### src/sv/assert_macros.svh
// Assertion macros shared by the design files.
// Define ASSERT_OFF to compile every assertion away.
`ifndef ASSERT_MACROS_SVH
`define ASSERT_MACROS_SVH

`ifndef ASSERT_OFF

// The consequent must hold in the same cycle as the antecedent.
`define ASSERT_IMPLY(name, clk, rstn, ante, cons) \
    name: assert property (@(posedge clk) disable iff (!(rstn)) (ante) |-> (cons)) \
        else $error("same-cycle implication check failed");

// The consequent must hold in the cycle after the antecedent.
`define ASSERT_NEXT(name, clk, rstn, ante, cons) \
    name: assert property (@(posedge clk) disable iff (!(rstn)) (ante) |=> (cons)) \
        else $error("next-cycle implication check failed");

`else

`define ASSERT_IMPLY(name, clk, rstn, ante, cons)
`define ASSERT_NEXT(name, clk, rstn, ante, cons)

`endif

`endif

### src/sv/ss5_pkg.sv
`default_nettype none

package ss5_pkg;

    // Default build values.
    localparam int SAMPLE_RATE_HZ_DEF = 8000;
    localparam int PHASE_BITS_DEF     = 16;
    localparam int SINE_ADDR_BITS_DEF = 8;

    // Signal levels.
    localparam int AMP      = 64;
    localparam int MIDLEVEL = 128;

    // Signalling table.
    localparam int N_ENTRIES = 18;
    localparam int IDX_BITS  = $clog2(N_ENTRIES);
    localparam int MAX_MS    = 850;

    localparam logic [7:0] DIGIT_CODE [N_ENTRIES] = '{
        "A", "B", "C", "1", "2", "3", "4", "5", "6",
        "7", "8", "9", "0", "d", "e", "a", "b", "c"
    };
    localparam int FREQ_A [N_ENTRIES] = '{
        2400, 2600, 2400, 700, 700, 900, 700, 900, 1100,
        700, 900, 1100, 1300, 700, 900, 1100, 1300, 1500
    };
    localparam int FREQ_B [N_ENTRIES] = '{
        0, 0, 2600, 900, 1100, 1100, 1300, 1300, 1300,
        1500, 1500, 1500, 1500, 1700, 1700, 1700, 1700, 1700
    };
    localparam int TONE_MS [N_ENTRIES] = '{
        150, 850, 70, 55, 55, 55, 55, 55, 55,
        55, 55, 55, 55, 55, 55, 100, 100, 55
    };
    localparam int GAP_MS [N_ENTRIES] = '{
        100, 100, 100, 50, 50, 50, 50, 50, 50,
        50, 50, 50, 50, 50, 50, 50, 50, 50
    };

    // pi/2 in Q30.
    localparam longint unsigned HALF_PI_Q30 = 64'd1686629713;

    // Request outcome reported with each result.
    typedef enum logic [1:0] {
        ST_TICK     = 2'd0,
        ST_ACCEPTED = 2'd1,
        ST_UNKNOWN  = 2'd2,
        ST_BUSY     = 2'd3
    } status_t;

    // Sequencer state.
    typedef enum logic [2:0] {
        MODE_IDLE  = 3'b001,
        MODE_TONE  = 3'b010,
        MODE_PAUSE = 3'b100
    } mode_t;

    // Sine table entry: round(64*sin(2*pi*addr/2^addr_bits)), evaluated at
    // elaboration with a Q30 Taylor series so that every entry rounds as the
    // floating-point value does.
    function automatic logic signed [7:0] sine_value(input int unsigned addr,
                                                     input int unsigned addr_bits);
        longint unsigned q;
        longint unsigned quad;
        longint unsigned off;
        longint unsigned x;
        longint unsigned x2;
        longint unsigned term;
        longint unsigned mag;
        longint          sum;
        logic signed [7:0] res;
        q    = 64'd1 << (addr_bits - 2);
        quad = (longint'(addr) >> (addr_bits - 2)) & 64'd3;
        off  = longint'(addr) & (q - 64'd1);
        if (quad[0]) begin
            off = q - off;
        end
        x    = (off * HALF_PI_Q30) >> (addr_bits - 2);
        x2   = (x * x) >> 30;
        term = x;
        sum  = longint'(x);
        term = ((term * x2) >> 30) / 6;
        sum  = sum - longint'(term);
        term = ((term * x2) >> 30) / 20;
        sum  = sum + longint'(term);
        term = ((term * x2) >> 30) / 42;
        sum  = sum - longint'(term);
        term = ((term * x2) >> 30) / 72;
        sum  = sum + longint'(term);
        term = ((term * x2) >> 30) / 110;
        sum  = sum - longint'(term);
        term = ((term * x2) >> 30) / 156;
        sum  = sum + longint'(term);
        if (sum < 0) begin
            sum = 0;
        end
        mag = ((longint'(sum) * AMP) + (64'd1 << 29)) >> 30;
        res = 8'(mag);
        if (quad >= 64'd2) begin
            res = -res;
        end
        return res;
    endfunction

endpackage

`default_nettype wire

### src/sv/ss5_sine_rom.sv
`default_nettype none

module ss5_sine_rom #(
    parameter int ADDR_BITS = ss5_pkg::SINE_ADDR_BITS_DEF
) (
    input  wire logic                        aclk,
    input  wire logic [ADDR_BITS-1:0]        rd_addr,
    output logic signed [7:0]                rd_data
);
    import ss5_pkg::*;

    localparam int DEPTH = 1 << ADDR_BITS;

    logic signed [7:0] rom_tab [DEPTH];
    logic signed [7:0] rd_data_reg;

    // Constant sine table built at elaboration.
    for (genvar a = 0; a < DEPTH; a++) begin : g_rom
        assign rom_tab[a] = sine_value(a, ADDR_BITS);
    end

    // Registered read port.
    always_ff @(posedge aclk) begin
        rd_data_reg <= rom_tab[rd_addr];
    end

    assign rd_data = rd_data_reg;

endmodule

`default_nettype wire

### src/sv/ss5_mf_tone_generator.sv
// Pipeline: a request accepted into the input register moves on into the result register,
// which drives m_, once that register is empty or being drained by m_tready.
// Throughput: one request per cycle with no stall of its own; the input waits only while
// a result is held back by m_tready. The sine ROM read is prefetched from the next phase.
// Reset (aresetn low at a rising edge) empties both registers, clears both phases,
// the sample counter and the table index, and returns the sequencer to idle.
`default_nettype none

`include "assert_macros.svh"

module ss5_mf_tone_generator #(
    parameter int SAMPLE_RATE_HZ = ss5_pkg::SAMPLE_RATE_HZ_DEF,
    parameter int PHASE_BITS     = ss5_pkg::PHASE_BITS_DEF,
    parameter int SINE_ADDR_BITS = ss5_pkg::SINE_ADDR_BITS_DEF
) (
    input  wire logic        aclk,
    input  wire logic        aresetn,
    input  wire logic        s_tvalid,
    output logic             s_tready,
    input  wire logic [7:0]  s_tdata,   // [7:0] digit_code
    input  wire logic        s_tuser,   // [0] req_type
    output logic             m_tvalid,
    input  wire logic        m_tready,
    output logic [15:0]      m_tdata,   // [7:0] sample, [8] sample_valid, [9] tone_on,
                                        // [10] busy_res, [15:11] zero
    output logic [1:0]       m_tuser,   // [1:0] request_status
    output logic             m_tlast    // end_of_digit
);
    import ss5_pkg::*;

    localparam longint unsigned MAX_LEN = longint'(MAX_MS) * SAMPLE_RATE_HZ / 1000;
    localparam int CNT_BITS = $clog2(MAX_LEN + 1);

    // Per-entry phase increments and lengths in samples.
    logic [PHASE_BITS-1:0] inc_a_tab [N_ENTRIES];
    logic [PHASE_BITS-1:0] inc_b_tab [N_ENTRIES];
    logic [CNT_BITS-1:0]   tone_len_tab [N_ENTRIES];
    logic [CNT_BITS-1:0]   gap_len_tab [N_ENTRIES];

    for (genvar g = 0; g < N_ENTRIES; g++) begin : g_tab
        localparam longint unsigned INC_A =
            ((longint'(FREQ_A[g]) << PHASE_BITS) + SAMPLE_RATE_HZ / 2) / SAMPLE_RATE_HZ;
        localparam longint unsigned INC_B =
            ((longint'(FREQ_B[g]) << PHASE_BITS) + SAMPLE_RATE_HZ / 2) / SAMPLE_RATE_HZ;
        localparam longint unsigned TONE_RAW = longint'(TONE_MS[g]) * SAMPLE_RATE_HZ / 1000;
        localparam longint unsigned GAP_RAW  = longint'(GAP_MS[g]) * SAMPLE_RATE_HZ / 1000;
        localparam longint unsigned TONE_LEN = (TONE_RAW == 0) ? 1 : TONE_RAW;
        localparam longint unsigned GAP_LEN  = (GAP_RAW == 0) ? 1 : GAP_RAW;
        assign inc_a_tab[g]    = PHASE_BITS'(INC_A);
        assign inc_b_tab[g]    = PHASE_BITS'(INC_B);
        assign tone_len_tab[g] = CNT_BITS'(TONE_LEN);
        assign gap_len_tab[g]  = CNT_BITS'(GAP_LEN);
    end

    // Input register.
    logic       in_valid_reg;
    logic       in_req_reg;
    logic [7:0] in_code_reg;

    // Result register.
    logic       out_valid_reg;
    logic [7:0] out_sample_reg;
    logic       out_sval_reg;
    logic       out_tone_reg;
    logic       out_eod_reg;
    status_t    out_status_reg;
    logic       out_busy_reg;

    // Generator state.
    mode_t                 mode_reg, mode_next;
    logic [CNT_BITS-1:0]   cnt_reg, cnt_next;
    logic [IDX_BITS-1:0]   idx_reg, idx_next;
    logic [PHASE_BITS-1:0] ph1_reg, ph1_next;
    logic [PHASE_BITS-1:0] ph2_reg, ph2_next;

    // Result of the current request.
    logic [7:0] res_sample;
    logic       res_sval;
    logic       res_tone;
    logic       res_eod;
    status_t    res_status;

    logic                  advance;
    logic                  proc;
    logic                  busy;
    logic                  hit;
    logic [IDX_BITS-1:0]   hit_idx;
    logic [CNT_BITS-1:0]   cnt_inc;
    logic signed [7:0]     sine1;
    logic signed [7:0]     sine2;
    logic signed [9:0]     mix;
    logic [PHASE_BITS-1:0] ph1_rd;
    logic [PHASE_BITS-1:0] ph2_rd;

    // The result register moves whenever it is empty or being drained.
    assign advance  = !out_valid_reg || m_tready;
    assign proc     = in_valid_reg && advance;
    assign s_tready = !in_valid_reg || advance;
    assign busy     = (mode_reg == MODE_TONE) || (mode_reg == MODE_PAUSE);

    always_ff @(posedge aclk) begin
        if (!aresetn) begin
            in_valid_reg <= 1'b0;
        end else if (s_tready) begin
            in_valid_reg <= s_tvalid;
        end
    end

    always_ff @(posedge aclk) begin
        if (s_tvalid && s_tready) begin
            in_req_reg  <= s_tuser;
            in_code_reg <= s_tdata;
        end
    end

    // Digit lookup; the first matching entry wins.
    always_comb begin
        hit     = 1'b0;
        hit_idx = '0;
        for (int i = N_ENTRIES - 1; i >= 0; i--) begin
            if (in_code_reg == DIGIT_CODE[i]) begin
                hit     = 1'b1;
                hit_idx = IDX_BITS'(i);
            end
        end
    end

    // Tone sample: mid level plus both sine values, saturated to eight bits.
    always_comb begin
        mix = 10'sd128 + 10'(sine1) + 10'(sine2);
        if (mix > 10'sd255) begin
            res_sample = 8'hFF;
        end else if (mix < 10'sd0) begin
            res_sample = 8'h00;
        end else begin
            res_sample = mix[7:0];
        end
    end

    // Sequencer next state and result flags.
    always_comb begin
        mode_next  = mode_reg;
        cnt_next   = cnt_reg;
        idx_next   = idx_reg;
        ph1_next   = ph1_reg;
        ph2_next   = ph2_reg;
        res_sval   = 1'b0;
        res_tone   = 1'b0;
        res_eod    = 1'b0;
        res_status = ST_TICK;
        cnt_inc    = cnt_reg + 1'b1;
        if (proc) begin
            if (in_req_reg) begin
                if (busy) begin
                    res_status = ST_BUSY;
                end else if (hit) begin
                    res_status = ST_ACCEPTED;
                    idx_next   = hit_idx;
                    ph1_next   = '0;
                    ph2_next   = '0;
                    cnt_next   = '0;
                    mode_next  = MODE_TONE;
                end else begin
                    res_status = ST_UNKNOWN;
                end
            end else begin
                unique case (mode_reg)
                    MODE_TONE: begin
                        res_sval = 1'b1;
                        res_tone = 1'b1;
                        ph1_next = ph1_reg + inc_a_tab[idx_reg];
                        ph2_next = ph2_reg + inc_b_tab[idx_reg];
                        if (cnt_inc >= tone_len_tab[idx_reg]) begin
                            mode_next = MODE_PAUSE;
                            cnt_next  = '0;
                        end else begin
                            cnt_next = cnt_inc;
                        end
                    end
                    MODE_PAUSE: begin
                        res_sval = 1'b1;
                        if (cnt_inc >= gap_len_tab[idx_reg]) begin
                            res_eod   = 1'b1;
                            mode_next = MODE_IDLE;
                            cnt_next  = '0;
                        end else begin
                            cnt_next = cnt_inc;
                        end
                    end
                    default: begin
                        res_sval = 1'b0;
                    end
                endcase
            end
        end
    end

    always_ff @(posedge aclk) begin
        if (!aresetn) begin
            mode_reg <= MODE_IDLE;
            cnt_reg  <= '0;
            idx_reg  <= '0;
            ph1_reg  <= '0;
            ph2_reg  <= '0;
        end else begin
            mode_reg <= mode_next;
            cnt_reg  <= cnt_next;
            idx_reg  <= idx_next;
            ph1_reg  <= ph1_next;
            ph2_reg  <= ph2_next;
        end
    end

    // The ROMs read the phase that the state registers take next, so their
    // output always matches the current phase.
    assign ph1_rd = aresetn ? ph1_next : '0;
    assign ph2_rd = aresetn ? ph2_next : '0;

    ss5_sine_rom #(
        .ADDR_BITS (SINE_ADDR_BITS)
    ) u_rom_one (
        .aclk    (aclk),
        .rd_addr (ph1_rd[PHASE_BITS-1 -: SINE_ADDR_BITS]),
        .rd_data (sine1)
    );

    ss5_sine_rom #(
        .ADDR_BITS (SINE_ADDR_BITS)
    ) u_rom_two (
        .aclk    (aclk),
        .rd_addr (ph2_rd[PHASE_BITS-1 -: SINE_ADDR_BITS]),
        .rd_data (sine2)
    );

    // Result register.
    always_ff @(posedge aclk) begin
        if (!aresetn) begin
            out_valid_reg <= 1'b0;
        end else if (advance) begin
            out_valid_reg <= in_valid_reg;
        end
    end

    always_ff @(posedge aclk) begin
        if (proc) begin
            out_sample_reg <= res_tone ? res_sample : 8'(MIDLEVEL);
            out_sval_reg   <= res_sval;
            out_tone_reg   <= res_tone;
            out_eod_reg    <= res_eod;
            out_status_reg <= res_status;
            out_busy_reg   <= (mode_next == MODE_TONE) || (mode_next == MODE_PAUSE);
        end
    end

    assign m_tvalid = out_valid_reg;
    assign m_tdata  = {5'b0, out_busy_reg, out_tone_reg, out_sval_reg, out_sample_reg};
    assign m_tuser  = out_status_reg;
    assign m_tlast  = out_eod_reg;

    // The last pause sample ends the digit.
    `ASSERT_IMPLY(a_eod_ends_digit, aclk, aresetn, m_tvalid && m_tlast, out_sval_reg && !out_tone_reg && !out_busy_reg)

    // An accepted digit starts running and carries no sample.
    `ASSERT_IMPLY(a_accept_busy, aclk, aresetn, m_tvalid && (out_status_reg == ST_ACCEPTED), out_busy_reg && !out_sval_reg)

    // Starting a digit restarts both phases and the counter.
    `ASSERT_NEXT(a_start_clears, aclk, aresetn, proc && in_req_reg && !busy && hit, (ph1_reg == '0) && (ph2_reg == '0) && (cnt_reg == '0) && (mode_reg == MODE_TONE))

    // A request is refused only while a stalled result blocks the input register.
    `ASSERT_IMPLY(a_ready_when_empty, aclk, aresetn, !in_valid_reg, s_tready)

endmodule

`default_nettype wire
### config.mk
export PLATFORM = sky130hd
export DESIGN_NAME = ss5_mf_tone_generator
export DESIGN_NICKNAME = d
export VERILOG_FILES = /design/src/sv/ss5_pkg.sv /design/src/sv/ss5_sine_rom.sv /design/src/sv/ss5_mf_tone_generator.sv
export VERILOG_INCLUDE_DIRS = /design/src /design/src/sv
export SDC_FILE = /design/constraint.sdc
export NUM_CORES = 1
export LEC_CHECK = 0
export BUFFER_PORTS_ARGS = -buffer_cell sky130_fd_sc_hd__buf_4
export CORE_ASPECT_RATIO = 1.5
export CORE_UTILIZATION = 45
export CTS_CLUSTER_DIAMETER = 30
export DETAILED_ROUTE_END_ITERATION = 8
export GPL_TIMING_DRIVEN = 0
export SETUP_SLACK_MARGIN = 0.1
export SLEW_MARGIN = 25
export SYNTH_ARGS = -nofsm -noshare
export SYNTH_HDL_FRONTEND = slang
export SYNTH_SLANG_ARGS = --single-unit
### constraint.sdc
create_clock -name aclk -period 8.2 [get_ports aclk]
set_input_delay 0.82 -clock aclk [delete_from_list [all_inputs] [get_ports aclk]]
set_output_delay 0.82 -clock aclk [all_outputs]
set_load 0.005 [all_outputs]
Word level (Yosys, flattened, before mapping) --
Memories as Yosys holds them, arrays and structs flattened. A register that Yosys moved wholly into a read port is not among the register bits. Cells that the tools add are included.
Storage, ports and cells: register bits 78, bits in read-only memories 5952, input bits 13, output and inout port bits 21, memories 6
Operators by class: add/sub/neg operators 5, order comparisons 5, equal/unequal tests 24, multiplexer cells 78, bitwise gates (word level) 6, reduce and logical (&&, ||, !) cells 16
Memories:
- (name not given) | depth 256, width 8, rd ports 1, clocked after memory_dff 1, write ports 0, line ss5_sine_rom.sv:24 | rd_data_reg <= rom_tab[rd_addr];
- (name not given) | depth 256, width 8, rd ports 1, clocked after memory_dff 1, write ports 0, line ss5_sine_rom.sv:24
- (name not given) | depth 32, width 16, rd ports 1, clocked after memory_dff 0, write ports 0, line ss5_mf_tone_generator.sv:172 | ph2_next = ph2_reg + inc_b_tab[idx_reg];
- (name not given) | depth 32, width 16, rd ports 1, clocked after memory_dff 0, write ports 0, line ss5_mf_tone_generator.sv:171 | ph1_next = ph1_reg + inc_a_tab[idx_reg];
- (name not given) | depth 32, width 13, rd ports 1, clocked after memory_dff 0, write ports 0, line ss5_mf_tone_generator.sv:182 | if (cnt_inc >= gap_len_tab[idx_reg]) begin
- (name not given) | depth 32, width 13, rd ports 1, clocked after memory_dff 0, write ports 0, line ss5_mf_tone_generator.sv:173 | if (cnt_inc >= tone_len_tab[idx_reg]) begin
Operators with widths (number):
- $mux W16 | 16
- $mux W13 | 9
- $mux W5 | 18
- $eq A8 B6 Y1 const B | 10
- $eq A8 B7 Y1 const B | 8
- $add A16 B16 Y16 | 2
- $ge A13 B13 Y1 | 2
- $pmux W13 S2 | 1
- $mux W1 | 23
- $mux W3 | 6
- $not A8 Y9 | 2
- $add A13 B1 Y13 const B | 1
- $reduce_and A4 Y1 | 3
- $add A10 B8 Y10 | 1
- $add A9 B8 Y10 const A | 1
- $gt A10 B9 Y1 const B | 1
- $lt A10 B1 Y1 const B | 1
- $mux W8 | 1
- $mux W7 | 1
- $eq A3 B2 Y1 const B | 2
- $eq A3 B3 Y1 const B | 2
- $ge A6 B6 Y1 const B | 1
- $not A5 Y6 | 1
- $pmux W3 S2 | 1
- 10 further kinds | 20

Depth between registers and ports, before layout --
depth in word-level cells 25, gate-level depth with buffers 23

By module --
Synthesis repeated with hierarchy kept, for this count alone.
Unflattened totals: cells, all modules 1260, area, all modules 9796.9 sq um
Modules (own cells, without submodules):
- ss5_mf_tone_generator | times used 1, cells an instance 738, area each 6105.9 sq um, seq. area each 1791.7 sq um
- ss5_sine_rom | times used 2, cells an instance 261, area each 1845.5 sq um, seq. area each 160.2 sq um

Worst setup path before layout --
Ideal clock, no wire load.
kind flip-flop to flip-flop, start point register idx_reg[1], end point register u_rom_one.rd_data_reg[1], in the netlist u_rom_one.rd_data[1], library setup time 0.129 ns, arrival time 4.604 ns, required time 8.071 ns, path slack 3.467 ns, cell stages (with the launch flop) 22, buffers on the path 1, clock period less this slack 4.733 ns, path through dfxtp_1 -> inv_1 -> ha_1 -> mux4_2 -> nor2_1 -> ha_1 -> inv_1 -> fa_1 -> nor2b_1 -> o31ai_1 -> a211oi_1 -> nor3_1 -> o31ai_1 -> nand2_1 -> ha_1 -> buf_1 -> nor2_1 -> a22o_1 -> a211oi_1 -> nor3_1 -> a311oi_1 -> a22oi_1
On the way: word-level cells in the longest chain between the ends 10
Ends and longest elaborated chain:
- start, declared | line ss5_mf_tone_generator.sv:72 | logic [IDX_BITS-1:0] idx_reg, idx_next;
- start signal, assigned | line ss5_mf_tone_generator.sv:208 | idx_reg <= idx_next;
- $not A5 Y6 (implied by the code) | line ss5_mf_tone_generator.sv:171
- $mem_v2 Z32 W16
- $mux W16 (implied by the code) (2 in a row) | line ss5_mf_tone_generator.sv:171
- $add A16 B16 Y16 | line ss5_mf_tone_generator.sv:171
- $mux W16 | line ss5_mf_tone_generator.sv:167 | unique case (mode_reg)
- $mux W16 | line ss5_mf_tone_generator.sv:153 | if (in_req_reg) begin
- $mux W16 | line ss5_mf_tone_generator.sv:152 | if (proc) begin
- $mux W16
- $not A8 Y9 (implied by the code) | line ss5_sine_rom.sv:24
- end, declared | line ss5_sine_rom.sv:15 | logic signed [7:0] rd_data_reg;
Every way passes these cells. The select of a mux whose other input is x is not followed. A chain may end at the register's enable or synchronous reset.

Worst setup path after layout --
start point register idx_reg[2], end point register u_rom_one.rd_data_reg[1], in the netlist u_rom_one.rd_data[1]
On the way: word-level cells in the longest chain between the ends 10
Ends and longest elaborated chain:
- $not A5 Y6 (implied by the code) | line ss5_mf_tone_generator.sv:171
- $mem_v2 Z32 W16
- $mux W16 (implied by the code) (2 in a row) | line ss5_mf_tone_generator.sv:171
- $add A16 B16 Y16 | line ss5_mf_tone_generator.sv:171
- $mux W16 | line ss5_mf_tone_generator.sv:167
- $mux W16 | line ss5_mf_tone_generator.sv:153
- $mux W16 | line ss5_mf_tone_generator.sv:152
- $mux W16
- via ph1_rd[10] | line ss5_mf_tone_generator.sv:92 | logic [PHASE_BITS-1:0] ph1_rd;
- $not A8 Y9 (implied by the code) | line ss5_sine_rom.sv:24
The timed path passes the listed nets, and every way through them passes these cells. The select of a mux whose other input is x is not followed.

==> run_results.csv <==
group,metric,value,unit
logic_synthesis,synth-edff-count,23,
sta,timing.final.hold_violations,0,
cts,cts-root-buf,"clkbuf_16",
logic_synthesis,synthDistinctLibCells,96,
sta,post-route-worst-setup-slack,1820,ps
global_routing,grt_usage,32.5,%
detailed_routing,drt_total_wl,36.1,mm
pwr,report.power.total,0.00100,W
cts,cts.hold.buffers_added,0,
place,place_area,0.0103,mm²
sta,max_freq,0.157,GHz
logic_synthesis,synthesis.area,0.00978,mm²
cells_and_area,layout_common_cells,"nor2_1, nand2_1, a21oi_1",
place,numPlacedInstances,1607,
sta,ratio_of_final_minimum_period_to_clock_period,77.8,%
floorplan,floorplan.die_area,0.0223,mm²
worst_setup_path,worstPathBufferInverterCount,5,
logic_synthesis,synth-seq-cells,94,
worst_setup_path,critical_path_required,8480,ps
cells_and_area,layout.nets,1450,
cts,cts-root-to-sink-buffers,2,
detailed_routing,first_iter_violations,953,
sta,setup_tns,0,ps
cts,cts_inserted_buffers,9,
global_routing,globalRoute.totalOverflow,0,
cells_and_area,syn_to_final_growth,8.96,%
worst_setup_path,critPathMaxStageDelay,570,ps
sta,transition_at_the_pin_with_the_smallest_max_transition_slack,956,ps
place,finalWeightedCongestion,1.05,
worst_setup_path,cp_cell_sequence,"buf_1 -> inv_1 -> ha_1 -> o21ai_0 -> o21ai_0 -> inv_1 -> fa_1 -> nor2b_1 -> o31ai_1 -> a211oi_1 -> mux2_2 -> a211oi_4 -> clkbuf_1 -> ha_1 -> buf_1 -> o2bb2ai_1 -> a221oi_1 -> a311oi_1 -> nor2_1 -> a22oi_1",
sta,final-max-slew-violation-count,0,
detailed_routing,detail-route-antenna-nets,0,
pwr,power.ir.vdd_worst,0.0000979,V
outcome,run_status,"finished, final reports clean",
global_routing,grt_start_max_net_pins,21,
pwr,p_leak,4.27,nW
floorplan,design.core.area,0.0211,mm²
logic_synthesis,postSynth.topFlopCell,"dfxtp_1",
place,pre_cts_ws,2040,ps
cells_and_area,antenna_fix_cells,0,
worst_setup_path,critPathMaxFanout,11,
detailed_routing,routed-via-count,10600,
detailed_routing,routed_wire_length_per_instance,22.2,µm
floorplan,row_count,65,
sta,max-slew-margin-rel,35.7,%
worst_setup_path,timing.critical_path.max_delay_family,"compound AO/OA/AOI/OAI gates",
sta,fin_skew,11.9,ps
worst_setup_path,critical_path.slowest_cell,"clkbuf_1",
place,place.detailed.hpwl,27.5,mm
logic_synthesis,ys_seq_area_share,21.6,%
cts,post_cts_resize_count,0,
floorplan,floorplan.initialDensity,46.2,%
cts,tritoncts,"done",
detailed_routing,routed_via_density,6.55,
pwr,power-per-cell-area,94.2,mW/mm²
logic_synthesis,asyncSetResetFlopFracSynth,0,%
min_path,worst_hold_path_type,"reg2reg",
cts,tritoncts_sinks,94,
cells_and_area,layoutNonFillerInstCount,1623,
global_routing,first_pass_grt_wire_length,56.2,mm
cells_and_area,area_taken_by_multi_input_logic_gates,0.00701,mm²
cts,clock_tree.htree_level_count,3,
worst_setup_path,critPathLaunchType,"flop",
cells_and_area,finish.instance_area,0.0107,mm²
place,io_buffers,28,
run,maxCapViolations,0,
worst_setup_path,crit_arrival,6660,ps
global_routing,antenna_violations_before_repair,0,
worst_setup_path,timing.critical_path.to_type,"flop",
cells_and_area,seq_area,0.00211,mm²
cells_and_area,fraction_of_final_layout_cells_sized_beyond_drive_strength_1,8.86,%
worst_setup_path,timing.setup.critical_path_class,"reg2reg",
logic_synthesis,post_synth.cell_area_avg,7.48,µm²
cts,path_clk_slew,70,ps
detailed_routing,route.detailed.drc,0,
detailed_routing,first_pass_iters,5,
cts,setup_bufs_post_cts,0,
floorplan,design.portCount,34,
sta,post_layout_min_period,6380,ps
floorplan,chipHeight,183,µm
cells_and_area,layout.filler_cells,2200,
sta,setup_viol,0,
floorplan,die-width,122,µm
logic_synthesis,synth_instances,1307,
cts,clkLatencyLatePin,370,ps
cells_and_area,layout_commonest_cell,"nor2_1",
logic_synthesis,count_of_warnings_emitted_by_yosys,0,
global_routing,grt_pass1_vias,10300,
sta,unrepaired_setup_endpoints_after_global_routing,"no",
[worst reg2reg max path: stages, from the launching register on]
cell	delay, ps
dfxtp_1	420
buf_1	400
inv_1	220
ha_1	340
o21ai_0	70
o21ai_0	390
inv_1	100
fa_1	420
nor2b_1	160
o31ai_1	180
a211oi_1	410
mux2_2	420
a211oi_4	400
clkbuf_1	570
ha_1	260
buf_1	410
o2bb2ai_1	220
a221oi_1	140
a311oi_1	500
nor2_1	80
a22oi_1	190
[routing by layer]
layer  global-route usage, %  up-vias  share of wire (%)
met3                    3.69      149                5.9
met1                    36.9     4995                 39
met4                    19.7        0                6.0
li1                        -     4979                  -
met5                       0        -                  0
met2                    57.1      508                 49
[metrics by stage]
step	util, %	hold slack (ps)
after floorplan	-	436
after global placement	48.9	446
after detailed placement	48.9	453
after CTS	50.4	463
after global routing	50.4	493
final	50.4	464
[area by class of cell]
class | instances | area share [%]
plain buffers | 96 | 4.22
clock buffers | 9 | 2.11
clock inverters | 7 | 0.845
inverters | 57 | 2.05
multi-input cells | 1064 | 65.8
flip-flops and latches | 94 | 19.8
well taps | 268 | 3.15
repair buffers | 28 | 1.97
[path summary, 6_finish.rpt]
path | end | start | slack, ps | cells after the start
min | ph1_reg[3]$_SDFFE_PN0P_ | ph1_reg[3]$_SDFFE_PN0P_ | 460 | 2
max reg2reg | u_rom_one.rd_data[1]$_DFF_P_ | idx_reg[2]$_SDFFE_PN0P_ | 1820 | 20
max | u_rom_one.rd_data[1]$_DFF_P_ | idx_reg[2]$_SDFFE_PN0P_ | 1820 | 20
min reg2reg | ph1_reg[3]$_SDFFE_PN0P_ | ph1_reg[3]$_SDFFE_PN0P_ | 460 | 2
[cell usage after synthesis, drive strengths merged (17+ instances only)]
master / number / share of area [%]
a22oi: 18 / 1.4
a21o: 22 / 1.7
nor3: 37 / 1.9
o211ai: 25 / 1.9
edfxtp: 23 / 7.1
inv: 53 / 2.1
dfxtp: 71 / 15
buf: 44 / 2.6
o21a: 18 / 1.4
clkbuf: 52 / 2.0
nand2: 126 / 4.8
a31oi: 21 / 1.4
nand2b: 19 / 1.2
nand3: 40 / 2.1
nor2: 130 / 5.2
ha: 84 / 11
a21oi: 122 / 6.2
o31ai: 17 / 1.4
o21ai: 82 / 4.2
xnor2: 24 / 2.1
a211oi: 35 / 2.8
[power by group]
part | internal (W) | switching [W]
clock | 0.000244 | 0.000218
sequential | 0.000480 | 0.00000367
combinational | 0.0000209 | 0.0000368
total | 0.000745 | 0.000259
[logic make-up (layout without fill, tap and decap cells)]
group / Yosys count / count (layout) / share of synthesized area, %
adder cells (fa/ha/maj): 87 / 87 / 11.4
multiplexers: 15 / 15 / 1.74
XOR/XNOR: 35 / 35 / 3.13
AND/OR/NAND/NOR: 439 / 439 / 21.4
flip-flops: 94 / 94 / 21.6
other: 1 / 5 / 0.0383
AO/OA/AOI/OAI: 483 / 483 / 33.9
buffers and inverters: 153 / 197 / 6.83
(Power assumes the default switching activity.)
